==> src/design/fess_pkg.sv <==
// ----------------------------------------------------------------------------
// fess_pkg: shared definitions for the forward-Euler state-space stepper
// Field widths, interface widths and the datapath control bundle.
// ----------------------------------------------------------------------------
package fess_pkg;

  // Default number of state variables the storage is sized for.
  localparam int ORDER_MAX_DEF = 4;

  // Fixed field widths.
  localparam int DATA_W    = 32;
  localparam int DT_W      = 31;
  localparam int ORDER_W   = 3;
  localparam int IDX_W     = 2;
  localparam int CMD_W     = 2;
  localparam int CFG_IDX_W = 2;

  // Stream payload widths, rounded up to whole bytes.
  localparam int S_TDATA_W = 40;
  localparam int M_TDATA_W = 72;

  // Operation of the shared multiplier in a given cycle.
  typedef enum logic [1:0] {
    MUL_NONE = 2'd0,
    MUL_MAC  = 2'd1,
    MUL_HI   = 2'd2,
    MUL_LO   = 2'd3
  } mul_op_t;

  // Control from the sequencer to the arithmetic datapath.
  typedef struct packed {
    mul_op_t mul_op;
    logic    b_term;
    logic    acc_clear;
    logic    take_x;
    logic    clamp;
  } fess_ctrl_t;

endpackage

==> src/design/fess_datapath.sv <==
// ----------------------------------------------------------------------------
// fess_datapath: shared multiplier, accumulator and state update
// One signed multiplier serves the row products and the time-step scaling.
// ----------------------------------------------------------------------------
module fess_datapath #(
  parameter int ORDER_MAX = fess_pkg::ORDER_MAX_DEF
) (
  input  logic                                clk,
  input  logic                                rst,
  input  fess_pkg::fess_ctrl_t                ctrl,
  input  logic signed [fess_pkg::DATA_W-1:0]  coef,
  input  logic signed [fess_pkg::DATA_W-1:0]  x_val,
  input  logic signed [fess_pkg::DATA_W-1:0]  input_level,
  input  logic        [fess_pkg::DT_W-1:0]    time_step,
  output logic signed [fess_pkg::DATA_W-1:0]  new_value
);
  import fess_pkg::*;

  // Room for ORDER_MAX + 1 exact 64-bit products.
  localparam int ACC_W  = 64 + $clog2(ORDER_MAX + 1);
  localparam int SL_W   = 16;
  localparam int MA_W   = 34;
  localparam int MB_W   = 33;
  localparam int PROD_W = MA_W + MB_W;
  localparam int SUM_W  = PROD_W + 1;

  // Past this bound the new state saturates for any nonzero step size.
  localparam logic signed [ACC_W-1:0] S_LIM = ACC_W'(64'sd281474976710656);
  localparam logic signed [SUM_W-1:0] R_MAX = SUM_W'(32'sh7fff_ffff);
  localparam logic signed [SUM_W-1:0] R_MIN = -R_MAX - SUM_W'(1);

  mul_op_t                   op_q;
  logic signed [MA_W-1:0]    mul_a;
  logic signed [MB_W-1:0]    mul_b;
  logic signed [PROD_W-1:0]  prod;
  logic signed [PROD_W-1:0]  phi;
  logic signed [PROD_W-1:0]  delta;
  logic signed [ACC_W-1:0]   acc;
  logic signed [ACC_W-1:0]   s_full;
  logic signed [ACC_W-1:0]   s_clamp;
  logic signed [MA_W-1:0]    sh;
  logic        [SL_W-1:0]    sl;
  logic signed [DATA_W-1:0]  xi;
  logic signed [SUM_W-1:0]   r_sum;

  // Floor of the exact sum in Q16.16, limited to the useful range.
  assign s_full = acc >>> SL_W;

  always_comb begin
    if (s_full > S_LIM) begin
      s_clamp = S_LIM;
    end else if (s_full < -S_LIM) begin
      s_clamp = -S_LIM;
    end else begin
      s_clamp = s_full;
    end
  end

  always_comb begin
    case (ctrl.mul_op)
      MUL_MAC: begin
        mul_a = MA_W'(coef);
        mul_b = ctrl.b_term ? MB_W'(input_level) : MB_W'(x_val);
      end
      MUL_HI: begin
        mul_a = sh;
        mul_b = MB_W'(time_step);
      end
      MUL_LO: begin
        mul_a = MA_W'(sl);
        mul_b = MB_W'(time_step);
      end
      default: begin
        mul_a = '0;
        mul_b = '0;
      end
    endcase
  end

  always_ff @(posedge clk) begin
    if (rst) begin
      op_q <= MUL_NONE;
    end else begin
      op_q <= ctrl.mul_op;
    end
  end

  always_ff @(posedge clk) begin
    prod <= mul_a * mul_b;
    if (ctrl.acc_clear) begin
      acc <= '0;
    end else if (op_q == MUL_MAC) begin
      acc <= acc + ACC_W'(prod);
    end
    if (ctrl.clamp) begin
      sh <= s_clamp[SL_W +: MA_W];
      sl <= s_clamp[SL_W-1:0];
    end
    if (op_q == MUL_HI) begin
      phi <= prod;
    end
    // The low part is never negative, so its floor is a plain shift.
    if (op_q == MUL_LO) begin
      delta <= phi + (prod >>> SL_W);
    end
    if (ctrl.take_x) begin
      xi <= x_val;
    end
  end

  assign r_sum = SUM_W'(xi) + SUM_W'(delta);

  always_comb begin
    if (r_sum > R_MAX) begin
      new_value = 32'sh7fff_ffff;
    end else if (r_sum < R_MIN) begin
      new_value = 32'sh8000_0000;
    end else begin
      new_value = r_sum[DATA_W-1:0];
    end
  end

endmodule

==> config.mk <==
export PLATFORM = sky130hd
export DESIGN_NAME = fess_datapath
export DESIGN_NICKNAME = d
export VERILOG_FILES = /design/src/design/fess_pkg.sv /design/src/design/fess_datapath.sv
export SDC_FILE = /design/constraint.sdc
export NUM_CORES = 2
export LEC_CHECK = 0
export BUFFER_PORTS_ARGS = -buffer_cell sky130_fd_sc_hd__buf_4
export CAP_MARGIN = 0
export CORE_MARGIN = 10
export CORE_UTILIZATION = 45
export DETAILED_ROUTE_END_ITERATION = 16
export PLACE_DENSITY = 0.72
export REMOVE_ABC_BUFFERS = 1
export SYNTH_ARGS = -nofsm -noshare
export SYNTH_HDL_FRONTEND = slang
export SYNTH_SLANG_ARGS = --single-unit
==> constraint.sdc <==
create_clock -name clk -period 10.35 [get_ports clk]
set_input_delay 0.5175 -clock clk [delete_from_list [all_inputs] [get_ports clk]]
set_output_delay 0.5175 -clock clk [all_outputs]
set_load 0.05 [all_outputs]
# Word-level counts from Yosys, hierarchy flattened
# Cells that the tools add are included.
# classes
addsub,3
mul,1
div_mod_pow,0
magnitude_cmp,4
eq_ne,6
shift,0
n_mux,6
n_bitwise,0
n_reduce_logical,2
# op_table
cell,count
34-bit case mux with 3 select lines,1
32-bit by 67-bit adder with 68-bit output,1
68-bit by 32-bit greater-than comparator with 1-bit output (second input constant),1
68-bit by 32-bit less-than comparator with 1-bit output (second input constant),1
67-bit by 51-bit adder with 67-bit output,1
67-bit adder,1
34-bit by 33-bit multiplier with 67-bit output,1
33-bit case mux with 2 select lines,1
32-bit 2-to-1 mux,2
51-bit by 50-bit greater-than comparator with 1-bit output (second input constant),1
51-bit by 49-bit less-than comparator with 1-bit output (second input constant),1
50-bit 2-to-1 mux,1
33-bit 2-to-1 mux,1
2-bit == test (second input constant),4
2-bit by 1-bit == test with 1-bit output (second input constant),2
2-bit OR reduction,2
# word_totals
ff_bits,352
latchBits,0
ram_bits,0
romBits,0
in_bits,135
out_inout_bits,32
word_cells,31
memories,0

# Logic depth before layout (Yosys ltp)
# logic_depth
word_depth,4
mapped_depth,36
depth_no_buf,32

# Worst setup path after synthesis
# No wires, ideal clock.
# synth_timing
path_kind,input to register
from,input ctrl[3] in the netlist's numbering
to,register prod[63]
setup_ns,0.057
arrival_time_ns,9.419
t_required_ns,10.293
path_slack_ns,0.873
path_stages,32
n_path_buf,4
cell_sequence,clkbuf_1 clkbuf_1 mux2i_1 nor2_1 a21oi_1 clkbuf_1 nor2_1 fa_1 inv_1 fa_1 inv_1 fa_1 fa_1 fa_1 fa_1 fa_1 inv_1 fa_1 inv_1 ha_1 clkbuf_1 nand4_1 nor2_1 nand2_1 or4_1 o31a_1 o31a_1 o21a_1 o211ai_1 a21o_1 or3b_2 or3b_1
# synth_via
elab_chain_cells,3
# synth_lines
element,line,rtl
from (decl),fess_datapath.sv:10,"input fess_pkg::fess_ctrl_t ctrl,"
33-bit 2-to-1 mux,fess_datapath.sv:63,mul_b = ctrl.b_term ? MB_W'(input_level) : MB_W'(x_val);
33-bit case mux with 2 select lines,fess_datapath.sv:60,case (ctrl.mul_op)
34-bit by 33-bit multiplier with 67-bit output,fess_datapath.sv:89,prod <= mul_a * mul_b;
to (signal assigned),fess_datapath.sv:89,
to (decl),fess_datapath.sv:35,logic signed [PROD_W-1:0] prod;
# Every way passes these cells.
# A chain may end at the register's enable or synchronous reset.

# Worst setup path in the final report
# layout_timing
from,input ctrl[4] in the netlist's numbering
to,register prod[64]
# layout_via
elab_chain_cells,4
elab_cells_between_ends,7
classes_between,mul: 1; eq/ne: 3; mux: 2; reduce/logical: 1
# layout_lines
element,line
2-bit == test,fess_datapath.sv:60
2-bit OR reduction (no line),--
33-bit case mux with 2 select lines,fess_datapath.sv:60
34-bit by 33-bit multiplier with 67-bit output (*),fess_datapath.sv:89
# Mark *: on every way between the ends. The rest lies on a longest branch, timed or not.

==> results.rst <==
.. list-table::
   :header-rows: 1

   * - Metric
     - Value
   * - Maximum single-stage delay on the critical path
     - 0.84 ns
   * - Unique cell type count in the Yosys netlist
     - between 90 and 100
   * - Final Instance Area
     - 69,000 um^2
   * - Total I/O pin count
     - 167
   * - Placed inst area
     - 67,600 um^2
   * - Achievable Freq
     - 101 MHz
   * - Final ANT Viol Nets
     - 0
   * - Post-synthesis cell count
     - between 7,000 and 8,000
   * - Initial Utilization
     - between 40% and 50%
   * - Remaining design rule violation count
     - 0
   * - Average footprint of a synthesized cell
     - 8.96 um^2
   * - Clock buffers created by TritonCTS
     - 41
   * - Cell repeated most along the worst path
     - sky130_fd_sc_hd__fa_1
   * - Worst setup skew after layout
     - 0.0196 ns
   * - Count of buffers from port buffering
     - 166
   * - Floorplan die height
     - just under 400 um
   * - Number of logic stages on the critical path including buffering
     - 30
   * - CP max-delay cell
     - sky130_fd_sc_hd__a2111oi_1
   * - DP HPWL
     - 180,000 um
   * - Worst hold path class
     - in2reg
   * - Critical Path Start Type
     - primary input
   * - Critical path's top delay family
     - adder cells
   * - Layout-stage area growth over the synthesis result
     - 9.43%
   * - CP required
     - roughly 11 ns
   * - Clk sink count
     - 352
   * - Post-synth top area share
     - between 30 and 40%
   * - Count of max-cap constraint violations
     - 0
   * - Final critical-path required period
     - 9.90 ns
   * - Clock transition at path regs
     - roughly 0.060 ns
   * - Slew at the pin closest to its max-slew limit
     - about 1.1 ns
   * - Final weighted congestion in routability-driven placement
     - between 0.9 and 1
   * - Sequential cell area fraction in the yosys report
     - 14.6%
   * - Cell count of the worst reg-to-reg path
     - 30
   * - Post-CTS Resized
     - 0
   * - Arr. time, crit path
     - between 10 and 15 ns
   * - Maximum fanout along the worst path
     - 34
   * - Wire length per cell
     - 23.8 um
   * - RSZ-0062 raised after global routing
     - no
   * - Net total in the final layout
     - 8,894
   * - Via count normalized by instance count
     - 5.72
   * - Buffers & Inverters on Critical Path
     - 9
   * - Number of stages on the worst hold path
     - 1
   * - Std-Cell Rows
     - between 100 and 150
   * - Start-to-end type of the worst setup path
     - in2reg
   * - Number of antenna violations at the first check in global routing
     - 6
   * - Fraction of layout cells with a size suffix above 1
     - under 10%
   * - Number of flops mapped to enable cells by yosys
     - between 200 and 250
   * - Hold violation count in the final report
     - 0
   * - Result of the run
     - completed
   * - Flip-flop cell with the highest count after synthesis
     - sky130_fd_sc_hd__edfxtp_1
   * - Post-synthesis async set-or-reset flop share
     - 0%
   * - Total of flip-flops plus latches after synthesis
     - ~350
   * - Horizontal die dimension
     - between 300 and 400 um
   * - CTS tree
     - built
   * - Yosys warning total
     - 0
   * - Final slew viol count
     - 0
   * - Post-CTS Setup Repair Bufs
     - 0
   * - Clock Latency Late Sink
     - ~0.57 ns
   * - Number of global-route vias before repair
     - around 54,000
   * - Detailed-route wire length
     - 216,000 um
   * - Total overflow reported by the global router
     - 0
   * - Length of the first detailed-routing pass in iterations
     - 7
   * - Min setup slack post-route
     - 0.446 ns
   * - Root buf cell
     - sky130_fd_sc_hd__clkbuf_16
   * - Maximum level of the CTS H-tree
     - 2
   * - Pre-CTS WS
     - -0.177 ns
   * - Vias after detailed routing
     - between 50,000 and 60,000
   * - Worst-case headroom to the max-slew limit
     - around 23%
   * - Longest Clk Path Bufs
     - 3
   * - Standard cell core area
     - 139,000 um^2
   * - Min Hold Slack
     - 0.134 ns
   * - Die outline area
     - 156,000 um^2
   * - Tot GR Track Use
     - 27.4%
   * - Final setup violation count
     - 0
   * - Crit share post-route
     - 95.7%
   * - Capturing element type of the critical path
     - flop
   * - First-pass GRT wire length
     - about 330,000 um
   * - Pin count of the biggest net entering global routing
     - 69
   * - Cell types with the largest area share after synthesis
     - sky130_fd_sc_hd__fa_1, sky130_fd_sc_hd__edfxtp_1, sky130_fd_sc_hd__ha_1
   * - Post-synth design cell area
     - 63,100 um^2
   * - Synth area leader
     - sky130_fd_sc_hd__fa_1
   * - Hold buffer count at cts
     - 0
   * - Initial DRC Count
     - 4,835
worst paths after layout:
path         slack [ns]             endpoint                 start
min                0.13      xi[0]$_DFFE_PP_              x_val[0]
max                0.45     prod[64]$_DFF_P_               ctrl[4]
max reg2reg        0.51     prod[64]$_DFF_P_  sh[12]$_SDFFCE_PP0P_
min reg2reg        0.46  acc[9]$_SDFFE_PP0N_   acc[9]$_SDFFE_PP0N_
cell usage after synthesis, types with 34 or more instances:
cell type,instances
sky130_fd_sc_hd__inv_1,1222
sky130_fd_sc_hd__fa_1,1179
sky130_fd_sc_hd__nand2_1,987
sky130_fd_sc_hd__nor2_1,655
sky130_fd_sc_hd__ha_1,418
sky130_fd_sc_hd__a21oi_1,363
sky130_fd_sc_hd__clkbuf_1,289
sky130_fd_sc_hd__edfxtp_1,216
sky130_fd_sc_hd__a21o_1,170
sky130_fd_sc_hd__xnor2_1,163
sky130_fd_sc_hd__o21ai_0,142
sky130_fd_sc_hd__dfxtp_1,136
sky130_fd_sc_hd__nor2b_1,86
sky130_fd_sc_hd__xor2_1,78
sky130_fd_sc_hd__o21a_1,68
sky130_fd_sc_hd__nand3_1,61
sky130_fd_sc_hd__nand4_1,53
sky130_fd_sc_hd__nor3_1,53
sky130_fd_sc_hd__o21bai_1,43
sky130_fd_sc_hd__nand2b_1,42
sky130_fd_sc_hd__o21ai_1,42
sky130_fd_sc_hd__a31oi_1,35
sky130_fd_sc_hd__mux2i_1,34
area by class of cell:
| class | count | area [um^2] |
|---|---|---|
| Sequential cell | 352 | 9210 |
| Inverter | 1223 | 4590 |
| Clock inverter | 15 | 155 |
| Antenna cell | 6 | 15.0 |
| Multi-Input combinational cell | 5136 | 48200 |
| Tap cell | 1876 | 2350 |
| Timing Repair Buffer | 408 | 3280 |
| Fill cell | 13100 | 70300 |
| Clock buffer | 60 | 1240 |
logic make-up (layout without fill, tap and decap cells):
group | Yosys count | after routing | share of synthesized area (%)
and+or+nand+nor | 2097 | 2097 | 14.2
adders and majority gates | 1597 | 1597 | 45.7
buffers and inverters | 1551 | 1706 | 9.30
AOI/OAI and AO/OA | 1149 | 1149 | 11.9
DFF | 352 | 352 | 14.6
xor gates and xnor gates | 241 | 241 | 3.35
muxes | 52 | 52 | 0.861
other | 0 | 6 | 0
sequential cells by signal, indices dropped and copies added, names as in the netlist:
signal,cells
acc,67
delta,67
phi,67
prod,67
sh,34
xi,32
sl,16
op_q,2
through the flow:
stage / std cells / TNS [ns] / utilization (%)
2_1_floorplan: 6711 / -15.94 / -
3_3_place_gp: 8995 / -0.146 / 48.5
3_5_place_dp: 8995 / -0.252 / 48.5
4_1_cts: 9070 / 0 / 49.5
5_1_grt: 9072 / 0 / 49.5
6_report: 9076 / 0 / 49.5
placed cells by master, fill, tap and decap left out, types with 61 or more instances in the layout:
master,Yosys,final
sky130_fd_sc_hd__nand3_1,61,61
sky130_fd_sc_hd__o21a_1,68,68
sky130_fd_sc_hd__ha_1,418,418
sky130_fd_sc_hd__nor2b_1,86,82
sky130_fd_sc_hd__xnor2_1,163,163
sky130_fd_sc_hd__edfxtp_1,216,216
sky130_fd_sc_hd__fa_1,1179,1179
sky130_fd_sc_hd__buf_4,0,391
sky130_fd_sc_hd__a21oi_1,363,360
sky130_fd_sc_hd__nor2_1,655,655
sky130_fd_sc_hd__o21ai_0,142,139
sky130_fd_sc_hd__nand2_1,987,986
sky130_fd_sc_hd__inv_1,1222,1222
sky130_fd_sc_hd__dfxtp_1,136,136
sky130_fd_sc_hd__xor2_1,78,78
sky130_fd_sc_hd__a21o_1,170,170
layer usage:
metal  share of wire (%)  wire length (um)  global-route usage (%)
met5               0.023                49                       0
met4                 5.9             12700                    13.2
met3                 9.8             21200                    6.13
met2                  45             97500                    43.6
met1                  39             84600                    35.3
Power is not shown: default switching activity piles up to over one toggle a cycle in this logic, so the estimate is an artifact.
